### config.mk
export PLATFORM = sky130hd
export DESIGN_NAME = rational_arith_unit_core
export DESIGN_NICKNAME = d
export VERILOG_FILES = /design/src/hdl/rau_pkg.sv /design/src/hdl/rational_arith_unit_core.sv /design/src/hdl/rau_gcd.sv /design/src/hdl/rau_div.sv
export SDC_FILE = /design/constraint.sdc
export NUM_CORES = 2
export LEC_CHECK = 0
export ABC_AREA = 1
export BUFFER_PORTS_ARGS = -buffer_cell sky130_fd_sc_hd__buf_2
export CORE_UTILIZATION = 65
export CTS_CLUSTER_DIAMETER = 40
export DETAILED_ROUTE_END_ITERATION = 10
export PLACE_DENSITY = 0.83
export SLEW_MARGIN = 40
export SYNTH_ARGS = -nofsm -noshare
export SYNTH_HDL_FRONTEND = slang
export SYNTH_HIERARCHICAL = 1
export SYNTH_SLANG_ARGS = --single-unit
### constraint.sdc
create_clock -name clk -period 8.7 [get_ports clk]
set_input_delay 2.61 -clock clk [delete_from_list [all_inputs] [get_ports clk]]
set_output_delay 2.61 -clock clk [all_outputs]
set_load 0.005 [all_outputs]
### src/hdl/rau_pkg.sv
// ----------------------------------------------------------------------------
// rau_pkg: shared types and constants for the rational arithmetic unit
// Opcodes, status codes, result limits and the status struct of the
// iterative units.
// ----------------------------------------------------------------------------
`default_nettype none

package rau_pkg;

  typedef enum logic [1:0] {
    OP_ADD = 2'd0,
    OP_SUB = 2'd1,
    OP_MUL = 2'd2,
    OP_DIV = 2'd3
  } op_t;

  localparam logic STATUS_OK       = 1'b0;
  localparam logic STATUS_DIV_ZERO = 1'b1;

  // result limits, 33 bits so they extend cleanly into wider magnitudes
  localparam logic [32:0] RES_NEG_LIMIT = 33'h0_8000_0000;
  localparam logic [32:0] RES_POS_LIMIT = 33'h0_7FFF_FFFF;
  localparam logic [32:0] RES_DEN_MAX   = 33'h0_3FFF_FFFF;

  typedef struct packed {
    logic busy;
    logic done;
  } unit_stat_t;

endpackage

`default_nettype wire

### src/hdl/rational_arith_unit_core.sv
// ----------------------------------------------------------------------------
// rational_arith_unit_core: fraction add/sub/mul/div with gcd reduction
// Shared multiplier forms the cross products, then a binary gcd and a
// bit-serial divider reduce numerator and denominator to lowest terms.
// ----------------------------------------------------------------------------
// Sequence: three multiply steps, a combine step, the gcd loop, two divisions
//   (numerator, then denominator) and the output step. Zero or divide-by-zero
//   results skip the gcd and divider and go straight to the output step.
// Throughput: one request at a time; the next is taken once the current one
//   has reached the output register, which is set by the gcd and divider loops.
// Reset: synchronous, clears the sequencer, the gcd and divider start, busy and
//   done flags and output valid; no other state.
`default_nettype none

module rational_arith_unit_core #(
  parameter int OPERAND_WIDTH = 16
) (
  input  wire logic                            clk,
  input  wire logic                            rst,
  input  wire logic                            in_valid,
  output logic                                 in_stall,
  input  wire logic [1:0]                      req_type,
  input  wire logic signed [OPERAND_WIDTH-1:0] lhs_num,
  input  wire logic [OPERAND_WIDTH-2:0]        lhs_den,
  input  wire logic signed [OPERAND_WIDTH-1:0] rhs_num,
  input  wire logic [OPERAND_WIDTH-2:0]        rhs_den,
  output logic                                 out_valid,
  input  wire logic                            out_stall,
  output logic signed [31:0]                   res_num,
  output logic [29:0]                          res_den,
  output logic                                 status
);

  localparam int W  = OPERAND_WIDTH;
  localparam int MW = 2 * OPERAND_WIDTH;
  localparam int EW = (MW > 33) ? MW : 33;

  typedef enum logic [3:0] {
    S_IDLE,
    S_MUL1,
    S_MUL2,
    S_MUL3,
    S_COMB,
    S_GCD,
    S_DIV_NUM,
    S_DIV_DEN,
    S_FIN
  } state_t;

  state_t          state;
  rau_pkg::op_t    op;
  logic            sa;
  logic            sc;
  logic [W-1:0]    ma;
  logic [W-1:0]    mc;
  logic [W-1:0]    b;
  logic [W-1:0]    d;
  logic [MW-1:0]   t1;
  logic [MW-1:0]   t2;
  logic [MW-1:0]   t3;
  logic [MW-1:0]   mag;
  logic [MW-1:0]   den;
  logic            neg;
  logic [MW-1:0]   g;
  logic [MW-1:0]   qnum;
  logic            gcd_start;
  logic            div_start;
  logic [31:0]     fin_num;
  logic [29:0]     fin_den;
  logic            fin_stat;

  // operand decode
  logic [W-1:0]    lraw;
  logic [W-1:0]    rraw;
  logic [W-1:0]    lmag;
  logic [W-1:0]    rmag;

  assign lraw = lhs_num;
  assign rraw = rhs_num;
  assign lmag = lraw[W-1] ? (~lraw + 1'b1) : lraw;
  assign rmag = rraw[W-1] ? (~rraw + 1'b1) : rraw;

  // shared multiplier
  logic [W-1:0]    mul_a;
  logic [W-1:0]    mul_b;
  logic [MW-1:0]   mul_p;

  always_comb begin
    unique case (state)
      S_MUL1: begin
        mul_a = ma;
        mul_b = (op == rau_pkg::OP_MUL) ? mc : d;
      end
      S_MUL2: begin
        mul_a = mc;
        mul_b = b;
      end
      S_MUL3: begin
        mul_a = b;
        mul_b = d;
      end
      default: begin
        mul_a = '0;
        mul_b = '0;
      end
    endcase
  end

  assign mul_p = {{W{1'b0}}, mul_a} * {{W{1'b0}}, mul_b};

  // combine cross products
  logic            s2;
  logic [MW-1:0]   c_mag;
  logic [MW-1:0]   c_den;
  logic            c_neg;

  always_comb begin
    s2 = (op == rau_pkg::OP_SUB) ? !sc : sc;
    unique case (op)
      rau_pkg::OP_ADD, rau_pkg::OP_SUB: begin
        c_den = t3;
        priority if (sa == s2) begin
          c_mag = t1 + t2;
          c_neg = sa;
        end else if (t1 >= t2) begin
          c_mag = t1 - t2;
          c_neg = sa;
        end else begin
          c_mag = t2 - t1;
          c_neg = s2;
        end
      end
      rau_pkg::OP_MUL: begin
        c_mag = t1;
        c_den = t3;
        c_neg = sa ^ sc;
      end
      default: begin
        c_mag = t1;
        c_den = t2;
        c_neg = sa ^ sc;
      end
    endcase
  end

  // iterative units
  rau_pkg::unit_stat_t gcd_stat;
  rau_pkg::unit_stat_t div_stat;
  logic [MW-1:0]       gcd_g;
  logic [MW-1:0]       div_q;
  logic [MW-1:0]       div_dvd;

  assign div_dvd = (state == S_DIV_DEN) ? den : mag;

  rau_gcd #(
    .WIDTH (MW)
  ) u_gcd (
    .clk   (clk),
    .rst   (rst),
    .start (gcd_start),
    .a_in  (mag),
    .b_in  (den),
    .g     (gcd_g),
    .stat  (gcd_stat)
  );

  rau_div #(
    .WIDTH (MW)
  ) u_div (
    .clk      (clk),
    .rst      (rst),
    .start    (div_start),
    .dividend (div_dvd),
    .divisor  (g),
    .quotient (div_q),
    .stat     (div_stat)
  );

  // saturation of the reduced terms
  logic [EW-1:0]   num_x;
  logic [EW-1:0]   den_x;
  logic [31:0]     sat_mag;
  logic [29:0]     sat_den;

  always_comb begin
    num_x = EW'(qnum);
    den_x = EW'(div_q);
    priority if (neg && num_x > EW'(rau_pkg::RES_NEG_LIMIT)) begin
      sat_mag = rau_pkg::RES_NEG_LIMIT[31:0];
    end else if (!neg && num_x > EW'(rau_pkg::RES_POS_LIMIT)) begin
      sat_mag = rau_pkg::RES_POS_LIMIT[31:0];
    end else begin
      sat_mag = num_x[31:0];
    end
    sat_den = (den_x > EW'(rau_pkg::RES_DEN_MAX)) ? rau_pkg::RES_DEN_MAX[29:0]
                                                   : den_x[29:0];
  end

  assign in_stall = (state != S_IDLE);

  always_ff @(posedge clk) begin
    gcd_start <= 1'b0;
    div_start <= 1'b0;
    if (out_valid && !out_stall) begin
      out_valid <= 1'b0;
    end
    unique case (state)
      S_IDLE: begin
        if (in_valid) begin
          op    <= rau_pkg::op_t'(req_type);
          sa    <= lraw[W-1];
          sc    <= rraw[W-1];
          ma    <= lmag;
          mc    <= rmag;
          b     <= (lhs_den == '0) ? W'(1) : {1'b0, lhs_den};
          d     <= (rhs_den == '0) ? W'(1) : {1'b0, rhs_den};
          state <= S_MUL1;
        end
      end
      S_MUL1: begin
        t1    <= mul_p;
        state <= S_MUL2;
      end
      S_MUL2: begin
        t2    <= mul_p;
        state <= S_MUL3;
      end
      S_MUL3: begin
        t3    <= mul_p;
        state <= S_COMB;
      end
      S_COMB: begin
        mag <= c_mag;
        den <= c_den;
        neg <= c_neg;
        priority if (op == rau_pkg::OP_DIV && mc == '0) begin
          fin_num  <= '0;
          fin_den  <= 30'd1;
          fin_stat <= rau_pkg::STATUS_DIV_ZERO;
          state    <= S_FIN;
        end else if (c_mag == '0) begin
          fin_num  <= '0;
          fin_den  <= 30'd1;
          fin_stat <= rau_pkg::STATUS_OK;
          state    <= S_FIN;
        end else begin
          gcd_start <= 1'b1;
          state     <= S_GCD;
        end
      end
      S_GCD: begin
        if (gcd_stat.done) begin
          g         <= gcd_g;
          div_start <= 1'b1;
          state     <= S_DIV_NUM;
        end
      end
      S_DIV_NUM: begin
        if (div_stat.done) begin
          qnum      <= div_q;
          div_start <= 1'b1;
          state     <= S_DIV_DEN;
        end
      end
      S_DIV_DEN: begin
        if (div_stat.done) begin
          fin_num  <= neg ? (32'd0 - sat_mag) : sat_mag;
          fin_den  <= sat_den;
          fin_stat <= rau_pkg::STATUS_OK;
          state    <= S_FIN;
        end
      end
      S_FIN: begin
        // output register free or being emptied this cycle
        if (!out_valid || !out_stall) begin
          out_valid <= 1'b1;
          res_num   <= fin_num;
          res_den   <= fin_den;
          status    <= fin_stat;
          state     <= S_IDLE;
        end
      end
      default: begin
        state <= S_IDLE;
      end
    endcase
    if (rst) begin
      state     <= S_IDLE;
      out_valid <= 1'b0;
      gcd_start <= 1'b0;
      div_start <= 1'b0;
    end
  end

  assert property (@(posedge clk) disable iff (rst) out_valid |-> res_den != '0)
    else $error("zero result denominator");
  assert property (@(posedge clk) disable iff (rst)
    (out_valid && status == rau_pkg::STATUS_DIV_ZERO) |-> (res_num == '0 && res_den == 30'd1))
    else $error("divide-by-zero result not 0/1");
  assert property (@(posedge clk) disable iff (rst)
    $rose(out_valid) |-> $past(state) == S_FIN)
    else $error("result raised outside final step");
  assert property (@(posedge clk) disable iff (rst)
    div_stat.done |-> (state == S_DIV_NUM || state == S_DIV_DEN))
    else $error("divider finished outside a divide step");
  assert property (@(posedge clk) disable iff (rst) gcd_stat.done |-> state == S_GCD)
    else $error("gcd finished outside gcd step");

endmodule

`default_nettype wire

### src/hdl/rau_gcd.sv
// ----------------------------------------------------------------------------
// rau_gcd: iterative binary greatest common divisor
// One halving or one subtraction per cycle; common factors of two are
// counted and restored by a shift when one operand reaches zero.
// ----------------------------------------------------------------------------
`default_nettype none

module rau_gcd #(
  parameter int WIDTH = 32
) (
  input  wire logic             clk,
  input  wire logic             rst,
  input  wire logic             start,
  input  wire logic [WIDTH-1:0] a_in,
  input  wire logic [WIDTH-1:0] b_in,
  output logic [WIDTH-1:0]      g,
  output rau_pkg::unit_stat_t   stat
);

  localparam int KW = $clog2(WIDTH + 1);

  logic [WIDTH-1:0] a;
  logic [WIDTH-1:0] b;
  logic [KW-1:0]    k;

  always_ff @(posedge clk) begin
    stat.done <= 1'b0;
    if (start) begin
      a         <= a_in;
      b         <= b_in;
      k         <= '0;
      stat.busy <= 1'b1;
    end else if (stat.busy) begin
      priority if (a == '0) begin
        g         <= b << k;
        stat.busy <= 1'b0;
        stat.done <= 1'b1;
      end else if (b == '0) begin
        g         <= a << k;
        stat.busy <= 1'b0;
        stat.done <= 1'b1;
      end else if (!a[0] && !b[0]) begin
        a <= a >> 1;
        b <= b >> 1;
        k <= k + 1'b1;
      end else if (!a[0]) begin
        a <= a >> 1;
      end else if (!b[0]) begin
        b <= b >> 1;
      end else if (a >= b) begin
        a <= a - b;
      end else begin
        b <= b - a;
      end
    end
    if (rst) begin
      stat.busy <= 1'b0;
      stat.done <= 1'b0;
    end
  end

  assert property (@(posedge clk) disable iff (rst) stat.done |-> !stat.busy)
    else $error("gcd done while still busy");
  assert property (@(posedge clk) disable iff (rst) stat.done |-> g != '0)
    else $error("gcd result is zero");
  assert property (@(posedge clk) disable iff (rst)
    (stat.busy && !start) |=> ($past(k) == k) || ($past(k) + 1'b1 == k))
    else $error("gcd shift count jumped");

endmodule

`default_nettype wire

### src/hdl/rau_div.sv
// ----------------------------------------------------------------------------
// rau_div: restoring divider, one quotient bit per cycle
// Quotient builds up in the dividend shifter.
// ----------------------------------------------------------------------------
`default_nettype none

module rau_div #(
  parameter int WIDTH = 32
) (
  input  wire logic             clk,
  input  wire logic             rst,
  input  wire logic             start,
  input  wire logic [WIDTH-1:0] dividend,
  input  wire logic [WIDTH-1:0] divisor,
  output logic [WIDTH-1:0]      quotient,
  output rau_pkg::unit_stat_t   stat
);

  localparam int CW = $clog2(WIDTH);

  logic [WIDTH-1:0] rem;
  logic [WIDTH-1:0] dvs;
  logic [CW-1:0]    cnt;
  logic [WIDTH:0]   trial;
  logic             ge;

  assign trial = {rem, quotient[WIDTH-1]};
  assign ge    = trial >= {1'b0, dvs};

  always_ff @(posedge clk) begin
    stat.done <= 1'b0;
    if (start) begin
      quotient  <= dividend;
      dvs       <= divisor;
      rem       <= '0;
      cnt       <= CW'(WIDTH - 1);
      stat.busy <= 1'b1;
    end else if (stat.busy) begin
      rem      <= ge ? WIDTH'(trial - {1'b0, dvs}) : trial[WIDTH-1:0];
      quotient <= {quotient[WIDTH-2:0], ge};
      cnt      <= cnt - 1'b1;
      if (cnt == '0) begin
        stat.busy <= 1'b0;
        stat.done <= 1'b1;
      end
    end
    if (rst) begin
      stat.busy <= 1'b0;
      stat.done <= 1'b0;
    end
  end

  // the divisor is always a gcd of the dividend, so nothing is left over
  assert property (@(posedge clk) disable iff (rst) stat.done |-> rem == '0)
    else $error("inexact division");
  assert property (@(posedge clk) disable iff (rst) stat.busy |-> dvs != '0)
    else $error("division by zero in divider");
  assert property (@(posedge clk) disable iff (rst) stat.done |-> !stat.busy)
    else $error("divider done while busy");

endmodule

`default_nettype wire

==> flow_results.org <==
** Placed design
- PortBufs :: about 130
- Detailed placement ended at an HPWL of 138 mm.
- The congestion estimate from routability-driven global placement came to approximately 1.1.
- Timing analysis after detailed placement gives a worst setup slack of just under 600 ps.
- Post-place instance area :: ~0.052 mm^2
- Number of cells in the design after placement :: ~7600

** STA
- For the final routed database, the setup TNS stands at 0 ps.
- The worst pin sits at a relative slew slack of approximately 31%.
- At the pin with the least slew margin, the transition time is around 1000 ps.
- The smallest clock period supported by the final layout is computed as between 8000 and 9000 ps.
- Final worst clock skew :: around 83 ps
- Setup repair after global routing left no endpoint under its margin.
- Setup violations remaining at the end of the flow were counted as 0.
- Final hold analysis gives a worst-case slack of around 360 ps.
- After layout, the worst setup slack is approximately 390 ps.
- Max-slew violation count :: 0
- In the finished design, the share of the clock period the worst path needs comes to a little over nine tenths.
- Timing would allow up to around 0.12 GHz.
- The number of hold violations in the final report is 0.

** Route
- For this run, the detailed router's first-pass iteration total came to 9.
- Dividing the detail-routed via count by the number of cells gives between 6 and 7.
- The routed design has about 180 mm of wire.
- The detail route stage leaves a number of antenna-violating nets equal to 0.
- For this block, the initial DRC count from the detailed router was about 6600.
- Via count :: about 48000
- In the routed design, unresolved DRC markers number 0.
- Wire length per cell :: 23.3 um

** Clock network
- In this run the clock root is driven by a sky130_fd_sc_hd__clkbuf_16.
- Buffers added to address setup during post-CTS repair amount to 0.
- The clock drives ~630 sinks.
- The H-tree was split into 3 levels.
- Gates resized during post-CTS repair numbered 0.
- The clock reaches the later pin of the worst-skew pair after roughly 710 ps.
- Clock-pin slew was measured on the worst setup and hold paths at around 60 ps.
- Hold repair after CTS inserted 0 buffers.
- The longest clock path from root to sink contains 3 buffers.
- Number of buffers inserted during clock tree synthesis :: 90
- TritonCTS built the clock tree.

** Final layout
- Relative to the synthesized area, the layout overhead comes to 9.20%.
- Multi-input gate area in the final layout :: approximately 0.027 mm^2
- Final cell utilization of the core :: between 70 and 80%
- # nets final :: ~7200
- Counting the fill cells in the layout gives slightly below 6000.
- Sequential cell area :: around 0.018 mm^2
- The repair_antennas step left the layout with diodes totalling 0.
- The finished layout holds between 7000 and 8000 standard cells, fillers aside.
- Share of post-route cells with drive strength above 1 :: around 8.4%
- Once layout is done, the placed cells without fillers occupy ~0.055 mm^2.

** Synthesis
- Sequential elements use between 30% and 40% of the synthesized area.
- The Yosys step of the flow raised 6 warnings.
- Top FF cell, synth :: sky130_fd_sc_hd__edfxtp_1
- Fraction of synthesis flops using an asynchronous set or reset pin :: 0%
- Net count after synthesis :: slightly above 7000
- Yosys reg bits :: 631
- Cell Area, Synth :: between 0.05 and 0.06 mm^2
- In this run, distinct cell masters in the synthesized netlist total 73.
- Counting every instance in the synthesized netlist gives around 6600.
- Yosys mapped a number of flops with a built-in enable equal to a little under 600.
- Mapped Avg Cell Area :: just under 8 um^2

** Pwr
- In this run the power density over the cells is about 210 mW/mm^2.
- VDD sags by at most roughly 0.22 mV.
- In this run the static leakage power is roughly 27 nW.
- The design draws about 12 mW.

** Critical path
- Max stage delay on crit path :: about 570 ps
- Worst setup path class :: register to register
- Data arrives at the worst endpoint at a little under 9000 ps.
- In this run the worst path has a maximum fanout of 15.
- For the worst setup path, the data required time is between 9000 and 10000 ps.
- CP Capture Type :: register
- STA classifies the critical path startpoint as a register.
- Most frequent cell on the critical path :: sky130_fd_sc_hd__inv_1
- For this design, the slowest cell found on the critical path is sky130_fd_sc_hd__o21a_1.

** GRT
- Pin count of the biggest net entering global routing :: 77
- The first global-routing pass estimated 268 mm of wire.
- Global routing used a little under half of the available tracks.
- The via count of the first global-routing pass was approximately 46000.
- Residual overflow from global routing :: 0
- The number of antenna violations at the first check in global routing came to 3.

** Floorplanning
- The die covers 0.0789 mm^2.
- Horizontal extent of the die :: 281 um
- The floorplan has 101 rows.
- Core region area :: around 0.076 mm^2
- The die is between 200 and 300 um tall.
- I/O pins :: around 130
- The initial utilization of the core area, before any placement, comes to between 60% and 70%.

** Worst hold path
- Hold WC Path Type :: register to register

** Run
- Max-Cap Viols :: 0

** Outcome
- Run status :: completed
## critical path: cells and delay by family, from the launching register on
kind | cells | cell delay (ps)
fa+ha+maj | 7 | 3010
simple gates | 4 | 730
xor+xnor | 1 | 120
flops | 1 | 400
buf+inv | 8 | 1080
compound gates | 11 | 2660
## final timing paths
path	start	to	slack, ps	depth (start not counted)
worst min-delay path	u_gcd/g[22]	g[22]	360	0
worst min register to register	u_gcd/g[22]	g[22]	360	0
worst max-delay path	state[0]	t1[29]	390	31
worst max register to register	state[0]	t1[29]	390	31
## layout by cell type, fill, tap and decap left out, types with 22 or more instances in the layout
| cell | count |
|---|---|
| sky130_fd_sc_hd__nor2_1 | 627 |
| sky130_fd_sc_hd__xor2_1 | 99 |
| sky130_fd_sc_hd__fa_1 | 200 |
| sky130_fd_sc_hd__o21a_1 | 25 |
| sky130_fd_sc_hd__a21oi_1 | 355 |
| sky130_fd_sc_hd__nor4_1 | 23 |
| sky130_fd_sc_hd__nand2_2 | 40 |
| sky130_fd_sc_hd__ha_1 | 300 |
| sky130_fd_sc_hd__o21bai_1 | 22 |
| sky130_fd_sc_hd__nand2_1 | 1820 |
| sky130_fd_sc_hd__clkinv_1 | 24 |
| sky130_fd_sc_hd__buf_2 | 132 |
| sky130_fd_sc_hd__inv_1 | 1036 |
| sky130_fd_sc_hd__xnor2_1 | 38 |
| sky130_fd_sc_hd__buf_4 | 53 |
| sky130_fd_sc_hd__edfxtp_1 | 577 |
| sky130_fd_sc_hd__nand3_1 | 487 |
| sky130_fd_sc_hd__clkbuf_16 | 90 |
| sky130_fd_sc_hd__o21ai_1 | 38 |
| sky130_fd_sc_hd__nand4_1 | 54 |
| sky130_fd_sc_hd__inv_2 | 43 |
| sky130_fd_sc_hd__nor3_1 | 92 |
| sky130_fd_sc_hd__o21ai_0 | 169 |
| sky130_fd_sc_hd__a21oi_2 | 30 |
| sky130_fd_sc_hd__dfxtp_1 | 51 |
## routing by layer
| layer | GRT usage [%] | part of all wire (%) |
|---|---|---|
| met5 | 0 | 0.014 |
| met4 | 28.0 | 7.5 |
| met3 | 12.5 | 13 |
| met2 | 70.8 | 44 |
| met1 | 56.0 | 35 |
## final cells by class
cell class | instances | area share, %
multi-input cells | 4612 | 48.9
well taps | 1030 | 2.33
inverters | 1105 | 7.53
clock buffers | 103 | 4.17
clock inverters | 66 | 1.66
repair buffers | 191 | 2.05
flip-flops and latches | 631 | 33.3
## logic make-up (layout without fill, tap and decap cells)
family | after synthesis | count (layout) | share of synthesized area, %
compound gates | 713 | 713 | 8.07
flops | 631 | 631 | 36.4
xor+xnor | 141 | 141 | 2.47
buf+inv | 1329 | 1465 | 10.5
fa+ha+maj | 500 | 500 | 15.3
simple gates | 3258 | 3258 | 27.3
## synthesized netlist by cell type (34+ instances only)
library cell	count	area (um^2)
sky130_fd_sc_hd__edfxtp_1	577	17300
sky130_fd_sc_hd__o21ai_0	173	866
sky130_fd_sc_hd__nand4_1	54	338
sky130_fd_sc_hd__nand2_1	1821	6840
sky130_fd_sc_hd__nor3_1	96	480
sky130_fd_sc_hd__o21ai_1	34	170
sky130_fd_sc_hd__a21oi_1	357	1790
sky130_fd_sc_hd__clkbuf_1	131	492
sky130_fd_sc_hd__inv_2	36	135
sky130_fd_sc_hd__nand3_1	487	2440
sky130_fd_sc_hd__xnor2_1	39	342
sky130_fd_sc_hd__xor2_1	100	876
sky130_fd_sc_hd__dfxtp_1	54	1080
sky130_fd_sc_hd__inv_1	1042	3910
sky130_fd_sc_hd__fa_1	200	4000
sky130_fd_sc_hd__nor2_1	640	2400
sky130_fd_sc_hd__nand2_2	39	244
sky130_fd_sc_hd__ha_1	300	3750
## report_power, final
group | leakage (nW) | switching [mW] | internal [mW] | total (mW)
registers | 5.82 | 0.154 | 3.56 | 3.71
clock network | 1.54 | 1.63 | 2.24 | 3.87
logic | 19.4 | 2.91 | 1.14 | 4.05
Power figures use the tool's default switching activity.
